[src/hw/rtl/ltpe_pkg.sv]
// Shared types and constants of the local trace pairing engine.
`timescale 1ns / 1ps

package ltpe_pkg;

  // Field layout of the stream payloads
  localparam int unsigned VTX_W       = 6;
  localparam int unsigned FROM_LSB    = 0;
  localparam int unsigned TO_LSB      = 6;
  localparam int unsigned ALLOW_BIT   = 12;
  localparam int unsigned IN_DATA_W   = 16;

  localparam int unsigned ACC_BIT     = 0;
  localparam int unsigned FAULT_BIT   = 1;
  localparam int unsigned EXC_LSB     = 2;
  localparam int unsigned EXC_OUT_W   = 7;
  localparam int unsigned OUT_DATA_W  = 16;

  // Partner count per slot
  localparam int unsigned CNT_W       = 2;
  localparam logic [CNT_W-1:0] CNT_ZERO = 2'd0;
  localparam logic [CNT_W-1:0] CNT_ONE  = 2'd1;
  localparam logic [CNT_W-1:0] CNT_FULL = 2'd2;

  // Item kinds carried in tuser
  localparam logic MODE_WALK      = 1'b0;
  localparam logic MODE_BACKTRACK = 1'b1;

  // Configuration port
  localparam int unsigned PADDR_W     = 3;
  localparam int unsigned PDATA_W     = 32;
  localparam int unsigned DEG_W       = 7;
  localparam logic [0:0]  REG_VERTEX_DEGREE = 1'b0;
  localparam logic [DEG_W-1:0] DEG_RESET    = 7'd1;

  typedef enum logic [8:0] {
    S_IDLE = 9'b000000001,
    S_RDF  = 9'b000000010,
    S_RDT  = 9'b000000100,
    S_DEC  = 9'b000001000,
    S_CRD  = 9'b000010000,
    S_CST  = 9'b000100000,
    S_WRF  = 9'b001000000,
    S_WRT  = 9'b010000000,
    S_DONE = 9'b100000000
  } ltpe_state_e;

endpackage

[src/hw/rtl/ltpe_slot_mem.sv]
// Neighbour slot memory: partner count and two partners per slot, with valid bits.
`timescale 1ns / 1ps

module ltpe_slot_mem #(
  parameter int unsigned AW = 6,
  parameter int unsigned VW = 6
) (
  input  logic                       clk_i,
  input  logic                       rst_ni,
  input  logic                       wr_en_i,
  input  logic [AW-1:0]              wr_addr_i,
  input  logic [ltpe_pkg::CNT_W-1:0] wr_cnt_i,
  input  logic [VW-1:0]              wr_p0_i,
  input  logic [VW-1:0]              wr_p1_i,
  input  logic [AW-1:0]              rd_addr_i,
  output logic [ltpe_pkg::CNT_W-1:0] rd_cnt_o,
  output logic [VW-1:0]              rd_p0_o,
  output logic [VW-1:0]              rd_p1_o
);
  import ltpe_pkg::*;

  localparam int unsigned DEPTH = 1 << AW;
  localparam int unsigned ROW_W = CNT_W + 2 * VW;

  logic [ROW_W-1:0] mem [DEPTH];
  logic [DEPTH-1:0] valid_q;
  logic [ROW_W-1:0] rd_row_q;
  logic             rd_valid_q;

  // Row storage, undefined until written
  always_ff @(posedge clk_i) begin
    if (wr_en_i) begin
      mem[wr_addr_i] <= {wr_cnt_i, wr_p1_i, wr_p0_i};
    end
    rd_row_q <= mem[rd_addr_i];
  end

  // A slot never written reads as an empty slot
  always_ff @(posedge clk_i or negedge rst_ni) begin
    if (!rst_ni) begin
      valid_q    <= '0;
      rd_valid_q <= 1'b0;
    end else begin
      if (wr_en_i) begin
        valid_q[wr_addr_i] <= 1'b1;
      end
      rd_valid_q <= valid_q[rd_addr_i];
    end
  end

  assign rd_cnt_o = rd_valid_q ? rd_row_q[ROW_W-1 -: CNT_W] : CNT_ZERO;
  assign rd_p1_o  = rd_row_q[2*VW-1 -: VW];
  assign rd_p0_o  = rd_row_q[VW-1:0];

endmodule

[src/hw/rtl/local_trace_pairing_engine_top.sv]
// Top level of the local trace pairing engine.
`timescale 1ns / 1ps

// Channel   Dir  Handshake               Content
// s_axis    in   s_axis_tvalid/tready    tuser: mode; tdata: from, to, allow_exception
// m_axis    out  m_axis_tvalid/tready    tdata: accepted, fault, exception_count
// apb       in   psel/penable/pready     vertex_degree at byte address 0
//
// An item passes through the read of both slots, the decision and the hand-over (RDF,
// RDT, DEC, DONE); a self pairing adds the write-back of its slot (WRF), and a pairing
// that writes both slots back adds WRF and WRT. A closing walk first follows the partner
// chain (CRD, CST per step); the single read port of the slot memory paces the walk.
// s_axis_tready is high only while the sequencer is idle; a finished result waits in
// the output register, so the next item is taken while m_axis is stalled.
// Reset clears all slots at once through per-slot valid bits; no clearing pass.

module local_trace_pairing_engine_top #(
  parameter int unsigned NUM_SLOTS = 64
) (
  input  logic                               clk_i,
  input  logic                               rst_ni,
  // in: [5:0] from_vertex, [11:6] to_vertex, [12] allow_exception, [15:13] zero
  input  logic [ltpe_pkg::IN_DATA_W-1:0]     s_axis_tdata,
  // in: [0] mode
  input  logic                               s_axis_tuser,
  input  logic                               s_axis_tvalid,
  output logic                               s_axis_tready,
  // out: [0] accepted, [1] fault, [8:2] exception_count, [15:9] zero
  output logic [ltpe_pkg::OUT_DATA_W-1:0]    m_axis_tdata,
  output logic                               m_axis_tvalid,
  input  logic                               m_axis_tready,
  input  logic                               psel,
  input  logic                               penable,
  input  logic                               pwrite,
  input  logic [ltpe_pkg::PADDR_W-1:0]       paddr,
  input  logic [ltpe_pkg::PDATA_W-1:0]       pwdata,
  output logic [ltpe_pkg::PDATA_W-1:0]       prdata,
  output logic                               pready
);
  import ltpe_pkg::*;

  localparam int unsigned AW = (NUM_SLOTS > 1) ? $clog2(NUM_SLOTS) : 1;
  localparam int unsigned VW = (AW > VTX_W) ? AW : VTX_W;
  localparam int unsigned CW = $clog2(NUM_SLOTS + 1);
  localparam int unsigned SW = $clog2(NUM_SLOTS + 1);
  localparam int unsigned DW = ((CW > DEG_W) ? CW : DEG_W) + 2;
  localparam logic [VW:0]   NV      = (VW+1)'(NUM_SLOTS);
  localparam logic [SW-1:0] LAST_ST = SW'(NUM_SLOTS);

  ltpe_state_e state_q, state_d;

  // control state
  logic [DEG_W-1:0] vd_q, vd_d;
  logic [CW-1:0]    full_q, full_d;
  logic [CW-1:0]    exc_q, exc_d;
  logic [VW-1:0]    exv_q, exv_d;
  logic             out_valid_q, out_valid_d;

  // item payload and working registers
  logic             mode_q, mode_d;
  logic             allow_q, allow_d;
  logic [VW-1:0]    f_q, f_d, t_q, t_d;
  logic [CNT_W-1:0] cnt_f_q, cnt_f_d, cnt_t_q, cnt_t_d;
  logic [VW-1:0]    f0_q, f0_d, f1_q, f1_d, t0_q, t0_d, t1_q, t1_d;
  logic [VW-1:0]    cur_q, cur_d, prev_q, prev_d;
  logic [SW-1:0]    steps_q, steps_d;
  logic [1:0]       inc_q, inc_d;
  logic             res_acc_q, res_acc_d, res_fault_q, res_fault_d;
  logic             out_acc_q, out_acc_d, out_fault_q, out_fault_d;
  logic [EXC_OUT_W-1:0] out_exc_q, out_exc_d;

  // slot memory port
  logic             mem_we;
  logic [AW-1:0]    mem_waddr, mem_raddr;
  logic [CNT_W-1:0] mem_wcnt, rd_cnt;
  logic [VW-1:0]    mem_wp0, mem_wp1, rd_p0, rd_p1;

  ltpe_slot_mem #(.AW(AW), .VW(VW)) u_slot_mem (
    .clk_i     (clk_i),
    .rst_ni    (rst_ni),
    .wr_en_i   (mem_we),
    .wr_addr_i (mem_waddr),
    .wr_cnt_i  (mem_wcnt),
    .wr_p0_i   (mem_wp0),
    .wr_p1_i   (mem_wp1),
    .rd_addr_i (mem_raddr),
    .rd_cnt_o  (rd_cnt),
    .rd_p0_o   (rd_p0),
    .rd_p1_o   (rd_p1)
  );

  // APB: register index sits above the byte offset
  logic cfg_wr;
  assign pready = 1'b1;
  assign cfg_wr = psel && penable && pwrite && (paddr[PADDR_W-1] == REG_VERTEX_DEGREE);
  assign prdata = (paddr[PADDR_W-1] == REG_VERTEX_DEGREE) ? PDATA_W'(vd_q) : '0;

  // Decision terms
  logic signed [DW-1:0] deg_s, full2_s;
  logic [DW-1:0]        exc_ext;
  logic                 self_w, in_range, deg_one, closes, late;
  assign self_w   = (f_q == t_q);
  assign in_range = ({1'b0, f_q} < NV) && ({1'b0, t_q} < NV);
  assign exc_ext  = DW'(exc_q);
  assign deg_s    = DW'(vd_q) - exc_ext;
  assign full2_s  = DW'(full_q) + DW'(2);
  assign deg_one  = (deg_s == DW'(1));
  assign closes   = (cnt_f_q == CNT_ONE) && (rd_cnt == CNT_ONE);
  assign late     = allow_q && (full2_s == deg_s - DW'(1));

  // Backtrack: bring the partner being removed to the last place of each slot
  logic          swap_f, swap_t;
  logic [VW-1:0] p0, p1, qi0, qi1, q0, q1, pf0, pf1, pf_last, pt_last;
  logic [1:0]    bt_dfull, wk_inc;
  assign swap_f   = (cnt_f_q == CNT_FULL) && (f0_q == t_q);
  assign p0       = swap_f ? f1_q : f0_q;
  assign p1       = swap_f ? f0_q : f1_q;
  assign qi0      = self_w ? p0 : rd_p0;
  assign qi1      = self_w ? p1 : rd_p1;
  assign swap_t   = (rd_cnt == CNT_FULL) && (qi0 == f_q);
  assign q0       = swap_t ? qi1 : qi0;
  assign q1       = swap_t ? qi0 : qi1;
  assign pf0      = self_w ? q0 : p0;
  assign pf1      = self_w ? q1 : p1;
  assign pf_last  = (cnt_f_q == CNT_ONE) ? pf0 : pf1;
  assign pt_last  = (rd_cnt == CNT_ONE) ? q0 : q1;
  assign bt_dfull = {1'b0, cnt_f_q == CNT_FULL} + {1'b0, rd_cnt == CNT_FULL};
  assign wk_inc   = {1'b0, cnt_f_q == CNT_ONE} + {1'b0, rd_cnt == CNT_ONE};

  // Chain step: first partner that does not lead back
  logic          mv0, mv1;
  logic [VW-1:0] nb;
  assign mv0 = (rd_cnt != CNT_ZERO) && (rd_p0 != prev_q) && ({1'b0, rd_p0} < NV);
  assign mv1 = (rd_cnt == CNT_FULL) && (rd_p1 != prev_q) && ({1'b0, rd_p1} < NV);
  assign nb  = mv0 ? rd_p0 : rd_p1;

  // Memory addressing follows the sequencer
  always_comb begin
    case (state_q)
      S_RDT:   mem_raddr = t_q[AW-1:0];
      S_CRD:   mem_raddr = cur_q[AW-1:0];
      default: mem_raddr = f_q[AW-1:0];
    endcase
    mem_we    = (state_q == S_WRF) || (state_q == S_WRT);
    mem_waddr = (state_q == S_WRT) ? t_q[AW-1:0] : f_q[AW-1:0];
    mem_wcnt  = (state_q == S_WRT) ? cnt_t_q : cnt_f_q;
    mem_wp0   = (state_q == S_WRT) ? t0_q : f0_q;
    mem_wp1   = (state_q == S_WRT) ? t1_q : f1_q;
  end

  always_comb begin
    state_d     = state_q;
    vd_d        = cfg_wr ? pwdata[DEG_W-1:0] : vd_q;
    full_d      = full_q;
    exc_d       = exc_q;
    exv_d       = exv_q;
    mode_d      = mode_q;
    allow_d     = allow_q;
    f_d         = f_q;
    t_d         = t_q;
    cnt_f_d     = cnt_f_q;
    cnt_t_d     = cnt_t_q;
    f0_d        = f0_q;
    f1_d        = f1_q;
    t0_d        = t0_q;
    t1_d        = t1_q;
    cur_d       = cur_q;
    prev_d      = prev_q;
    steps_d     = steps_q;
    inc_d       = inc_q;
    res_acc_d   = res_acc_q;
    res_fault_d = res_fault_q;
    out_acc_d   = out_acc_q;
    out_fault_d = out_fault_q;
    out_exc_d   = out_exc_q;
    // drop the result once taken
    out_valid_d = out_valid_q && !m_axis_tready;

    case (state_q)
      S_IDLE: begin
        if (s_axis_tvalid) begin
          mode_d  = s_axis_tuser;
          f_d     = VW'(s_axis_tdata[FROM_LSB +: VTX_W]);
          t_d     = VW'(s_axis_tdata[TO_LSB +: VTX_W]);
          allow_d = s_axis_tdata[ALLOW_BIT];
          state_d = S_RDF;
        end
      end
      S_RDF: begin
        state_d = S_RDT;
      end
      S_RDT: begin
        // slot of from_vertex arrives
        cnt_f_d = rd_cnt;
        f0_d    = rd_p0;
        f1_d    = rd_p1;
        state_d = S_DEC;
      end
      S_DEC: begin
        // slot of to_vertex is on the read port now
        res_acc_d   = 1'b1;
        res_fault_d = 1'b0;
        inc_d       = 2'd0;
        state_d     = S_DONE;
        if (!in_range) begin
          res_acc_d   = 1'b0;
          res_fault_d = 1'b1;
        end else if (mode_q == MODE_WALK) begin
          if ((cnt_f_q >= CNT_FULL) || (rd_cnt >= CNT_FULL) ||
              (self_w && allow_q && (cnt_f_q != CNT_ZERO))) begin
            res_acc_d   = 1'b0;
            res_fault_d = 1'b1;
          end else if (deg_one) begin
            res_acc_d = 1'b1;
          end else if (self_w && !allow_q) begin
            res_acc_d = 1'b0;
          end else if (self_w) begin
            exc_d   = exc_q + CW'(1);
            full_d  = full_q + CW'(1);
            exv_d   = f_q;
            cnt_f_d = CNT_FULL;
            f0_d    = f_q;
            f1_d    = f_q;
            state_d = S_WRF;
          end else begin
            cnt_f_d = cnt_f_q + CNT_ONE;
            f0_d    = (cnt_f_q == CNT_ZERO) ? t_q : f0_q;
            f1_d    = (cnt_f_q == CNT_ZERO) ? f1_q : t_q;
            cnt_t_d = rd_cnt + CNT_ONE;
            t0_d    = (rd_cnt == CNT_ZERO) ? f_q : rd_p0;
            t1_d    = (rd_cnt == CNT_ZERO) ? rd_p1 : f_q;
            inc_d   = wk_inc;
            if (closes && (full2_s < deg_s) && !late) begin
              cur_d   = f_q;
              prev_d  = f_q;
              steps_d = '0;
              state_d = S_CRD;
            end else begin
              state_d = S_WRF;
            end
          end
        end else begin
          if (deg_one && ((exc_q == '0) || (f_q != exv_q))) begin
            res_acc_d = 1'b1;
          end else if ((cnt_f_q == CNT_ZERO) || (rd_cnt == CNT_ZERO) ||
                       (self_w && (cnt_f_q != CNT_FULL)) ||
                       (pf_last != t_q) || (pt_last != f_q) ||
                       (!self_w && (full_q < CW'(bt_dfull))) ||
                       (self_w && ((exc_q == '0) || (full_q == '0)))) begin
            res_acc_d   = 1'b0;
            res_fault_d = 1'b1;
          end else begin
            if (self_w) begin
              exc_d   = exc_q - CW'(1);
              full_d  = full_q - CW'(1);
              cnt_f_d = CNT_ZERO;
            end else begin
              full_d  = full_q - CW'(bt_dfull);
              cnt_f_d = cnt_f_q - CNT_ONE;
            end
            f0_d    = pf0;
            f1_d    = pf1;
            cnt_t_d = rd_cnt - CNT_ONE;
            t0_d    = q0;
            t1_d    = q1;
            state_d = S_WRF;
          end
        end
      end
      S_CRD: begin
        // reaching to_vertex means the walk would close a cycle early
        if (cur_q == t_q) begin
          res_acc_d = 1'b0;
          state_d   = S_DONE;
        end else begin
          state_d = S_CST;
        end
      end
      S_CST: begin
        if ((mv0 || mv1) && (steps_q != LAST_ST)) begin
          prev_d  = cur_q;
          cur_d   = nb;
          steps_d = steps_q + SW'(1);
          state_d = S_CRD;
        end else begin
          state_d = S_WRF;
        end
      end
      S_WRF: begin
        if ((mode_q == MODE_WALK) && !self_w) begin
          full_d = full_q + CW'(inc_q);
        end
        state_d = self_w ? S_DONE : S_WRT;
      end
      S_WRT: begin
        state_d = S_DONE;
      end
      S_DONE: begin
        // hold until the output register is free
        if (!out_valid_q || m_axis_tready) begin
          out_acc_d   = res_acc_q;
          out_fault_d = res_fault_q;
          out_exc_d   = exc_ext[EXC_OUT_W-1:0];
          out_valid_d = 1'b1;
          state_d     = S_IDLE;
        end
      end
      default: begin
        state_d = S_IDLE;
      end
    endcase
  end

  always_ff @(posedge clk_i or negedge rst_ni) begin
    if (!rst_ni) begin
      state_q     <= S_IDLE;
      vd_q        <= DEG_RESET;
      full_q      <= '0;
      exc_q       <= '0;
      exv_q       <= '0;
      out_valid_q <= 1'b0;
    end else begin
      state_q     <= state_d;
      vd_q        <= vd_d;
      full_q      <= full_d;
      exc_q       <= exc_d;
      exv_q       <= exv_d;
      out_valid_q <= out_valid_d;
    end
  end

  always_ff @(posedge clk_i) begin
    mode_q      <= mode_d;
    allow_q     <= allow_d;
    f_q         <= f_d;
    t_q         <= t_d;
    cnt_f_q     <= cnt_f_d;
    cnt_t_q     <= cnt_t_d;
    f0_q        <= f0_d;
    f1_q        <= f1_d;
    t0_q        <= t0_d;
    t1_q        <= t1_d;
    cur_q       <= cur_d;
    prev_q      <= prev_d;
    steps_q     <= steps_d;
    inc_q       <= inc_d;
    res_acc_q   <= res_acc_d;
    res_fault_q <= res_fault_d;
    out_acc_q   <= out_acc_d;
    out_fault_q <= out_fault_d;
    out_exc_q   <= out_exc_d;
  end

  assign s_axis_tready = (state_q == S_IDLE);
  assign m_axis_tvalid = out_valid_q;
  assign m_axis_tdata  = OUT_DATA_W'({out_exc_q, out_fault_q, out_acc_q});

endmodule

[config.mk]
export PLATFORM = sky130hd
export DESIGN_NAME = local_trace_pairing_engine_top
export DESIGN_NICKNAME = d
export VERILOG_FILES = /design/src/hw/rtl/ltpe_pkg.sv /design/src/hw/rtl/ltpe_slot_mem.sv /design/src/hw/rtl/local_trace_pairing_engine_top.sv
export SDC_FILE = /design/constraint.sdc
export NUM_CORES = 1
export LEC_CHECK = 0
export ABC_CLOCK_PERIOD_IN_PS = 6500
export BUFFER_PORTS_ARGS = -buffer_cell sky130_fd_sc_hd__buf_2
export CAP_MARGIN = 15
export CORE_MARGIN = 2
export CORE_UTILIZATION = 38
export DETAILED_ROUTE_END_ITERATION = 12
export RECOVER_POWER = 25
export SYNTH_ARGS = -nofsm -noshare
export SYNTH_HDL_FRONTEND = slang
export SYNTH_SLANG_ARGS = --single-unit
[constraint.sdc]
create_clock -name clk_i -period 6.5 [get_ports clk_i]
set_clock_uncertainty 0.2 [all_clocks]
set_input_delay 1.3 -clock clk_i [delete_from_list [all_inputs] [get_ports clk_i]]
set_output_delay 1.3 -clock clk_i [all_outputs]
set_load 0.005 [all_outputs]
==> flow_summary_export.csv <==
group,metric,value,unit
die,die-area,129000,sq um
setup_path,crit_chain,"nor4_1, nand2b_1, nor3_1, o21ai_0, a222oi_1, buf_12, buf_4, mux2_2, nor2_1, a211oi_1, nor3_1, a311oi_1, a211oi_1, a31oi_1",
synth,yosysTopAreaCell,"edfxtp_1",
setup_path,critical_path_class,"reg2reg",
setup_path,cpPeakStageDelay,750,ps
timing,finalCritPeriodShare,86.7,%
timing,rsz0062_at_grt,"false",
global_routing,grt_antenna_before_repair,0,
route,drt_first_pass_iters,5,
hold_path,hold_path_startpoint,"res_acc_q",
layout,area_delta_synth_final,13.3,%
layout,drive_gt1_share,19.9,%
die,rows,130,
timing,slew_headroom,-218,%
route,drt-vias-per-instance,5.44,
setup_path,endpoint_kind,"flop",
layout,nNetsFinal,3599,
route,wl_per_cell,23.2,um
setup_path,worstPathRequired,6830,ps
die,core_area,125000,sq um
global_routing,grt_max_degree,79,
place,place_congestion,0.873,
die,initial_utilization,38.2,%
timing,hold_viol,0,
place,port_buffers,46,
clock_tree,ctsHoldBuffers,0,
synth,yosys_most_used_dff,"edfxtp_1",
setup_path,crit_path_start_kind,"flop",
synth,synth-async-reset-ratio,9.39,%
clock_tree,clock_sinks,1086,
global_routing,grt_use_total,18.4,%
status,status,"finished with violations",
timing,worstMarginPinSlew,4770,ps
synth,syn_area,47900,sq um
timing,finalMaxSlewViolations,396,
setup_path,startpoint,"state_q[7]",
global_routing,overflow,0,
route,postRouteAntennaNets,0,
synth,synth_edf_count,970,
clock_tree,post_cts_buffers,0,
synth,synth_area_per_cell,14.2,sq um
setup_path,cp.arrival,5960,ps
global_routing,grt_pass1_wl,181000,um
timing,period_minus_slack,5630,ps
timing,setup_tns,0,ps
flow_run,maxCapViolCount,7,
route,drt-total-wl,121000,um
synth,ys_types,79,
clock_tree,htree_levels,3,
clock_tree,clk_pin_slew,60,ps
clock_tree,cts_buffer_depth,3,
clock_tree,clk_latency,700,ps
synth,ys_ff_latch,1086,
setup_path,critPathSlowestCell,"a211oi_1",
route,drc_errors,0,
clock_tree,cts_buffers,113,
die,io_pins,110,
timing,setup_viol,0,
die,die_w,359,um
pwr,power_density,358,nW/um^2
place,hpwl,73000,um
clock_tree,ctsResizeCount,0,
setup_path,rr_startpoint,"state_q[7]",
status,violations,"max-capacitance violations, max-slew violations",
setup_path,cp_max_fo,52,
clock_tree,cts_tree,"yes",
synth,yosys_warnings,0,
die,dieHeight,359,um
layout,final_cell_area,54200,sq um
hold_path,hp-class,"reg2reg",
timing,fmax,178,MHz
global_routing,grt_pass1_vias,27800,
synth,yosysSeqAreaShare,66.7,%
synth,yosysTopAreaCellShare,60.8,%
route,drt-initial-drc-count,2351,
pwr,leakage,19.2,nW
synth,synth_cells,3377,
timing,holdWs,218,ps
layout,fillers,11300,
pwr,total_power,19.4,mW
place,placed_area,50700,sq um
synth,synth_area_leaders,"edfxtp_1, mux2_2, mux2i_1",
clock_tree,root_buffer,"clkbuf_16",
pwr,worst_ir_drop_vdd,0.235,mV
route,vias,28500,
==> state kept, by name, indices dropped and copies added, names as in the netlist, 2 cells and up <==
register	flops
u_slot_mem.mem	896
u_slot_mem.valid_q	64
u_slot_mem.rd_row_q	14
state_q	9
exc_q	7
full_q	7
out_exc_q	7
steps_q	7
vd_q	7
cur_q	6
exv_q	6
f0_q	6
f1_q	6
f_q	6
prev_q	6
t0_q	6
t1_q	6
t_q	6
cnt_f_q	2
cnt_t_q	2
inc_q	2
==> worst paths after layout <==
check	end	slack, ps	depth (start not counted)
min in group asynchronous	u_slot_mem.valid_q[41]	2130	1
setup reg to reg	u_slot_mem.rd_row_q[7]	870	14
max in group asynchronous	u_slot_mem.valid_q[10]	1280	1
hold reg to reg	out_acc_q	220	0
setup / recovery	u_slot_mem.rd_row_q[7]	870	14
hold / removal	out_acc_q	220	0
==> area by class of cell <==
| class | instances | area, sq um | area share (%) |
|---|---|---|---|
| diodes | 1 | 2.50 | 0.00461 |
| clock buffers | 133 | 3000 | 5.53 |
| clock inverters | 78 | 573 | 1.06 |
| inverters | 53 | 199 | 0.367 |
| multi-input cells | 2020 | 14800 | 27.3 |
| flip-flops and latches | 1086 | 32000 | 58.9 |
| well taps | 1650 | 2060 | 3.81 |
| repair buffers | 221 | 1650 | 3.04 |
==> layer usage <==
layer / GRT usage, % / routed length (um)
met1: 26.0 / 54300
met2: 29.5 / 56800
met3: 2.70 / 7100
met4: 5.22 / 3220
met5: 0 / 0
==> cell usage after synthesis (all sizes together) (9+ instances only) <==
| library cell | count |
|---|---|
| nor2 | 237 |
| a211oi | 150 |
| a31oi | 43 |
| inv | 52 |
| buf | 98 |
| or2 | 65 |
| xor2 | 33 |
| dfxtp | 14 |
| o21ai | 70 |
| nor3 | 73 |
| o211ai | 126 |
| nand2b | 12 |
| mux2 | 269 |
| o311ai | 16 |
| dfrtp | 100 |
| xnor2 | 55 |
| o31ai | 9 |
| nand2 | 225 |
| a21oi | 46 |
| clkbuf | 151 |
| nor2b | 27 |
| ha | 41 |
| nand3 | 51 |
| nand4 | 15 |
| a311o | 16 |
| a311oi | 21 |
| and3 | 9 |
| edfxtp | 970 |
| mux2i | 273 |
| nor4 | 15 |
==> cell usage in the layout, fill, tap and decap left out, types with 30 or more instances in the layout <==
master     instances
mux2_2           265
clkinv_1          31
xnor2_1           54
clkinv_2          30
ha_1              41
xor2_1            33
a21oi_1           45
buf_4            150
clkbuf_16        117
conb_1            33
edfxtp_1         970
nor3_1            71
nor2_1           236
a31oi_1           43
a211oi_1         150
nand2_1          223
dfrtp_1          100
o211ai_1         125
inv_1             51
or2_2             65
mux2i_1          273
o21ai_0           61
nand3_1           51
clkbuf_1          37
==> worst max-delay path: cells and delay by family (launching register included) <==
kind / cells / cell delay [ps]
compound gates: 6 / 1810
simple gates: 5 / 1780
buf+inv: 2 / 770
flops: 1 / 420
mux: 1 / 370
==> power by group <==
part	internal, mW	switching (mW)
Clock	3.52	2.71
Combinational	1.87	3.35
Sequential	7.81	0.180
==> through the flow <==
stage,util (%),instances,setup slack (ps)
3_5_place_dp,40.5,5030,1070
4_1_cts,43.3,5241,1020
5_1_grt,43.3,5241,533
6_report,43.3,5242,867
3_3_place_gp,40.5,5030,1140
2_1_floorplan,-,3408,1870
==> logic make-up after synthesis <==
group                      share of synthesized area [%]
AOI/OAI and AO/OA                                   8.18
xor gates and xnor gates                            1.62
buffers and inverters                               2.72
and+or+nand+nor                                     7.46
adders and majority gates                           1.24
other                                             0.0157
muxes                                               12.0
DFF                                                 66.7
No activity file was read; power rests on OpenSTA's default activity.
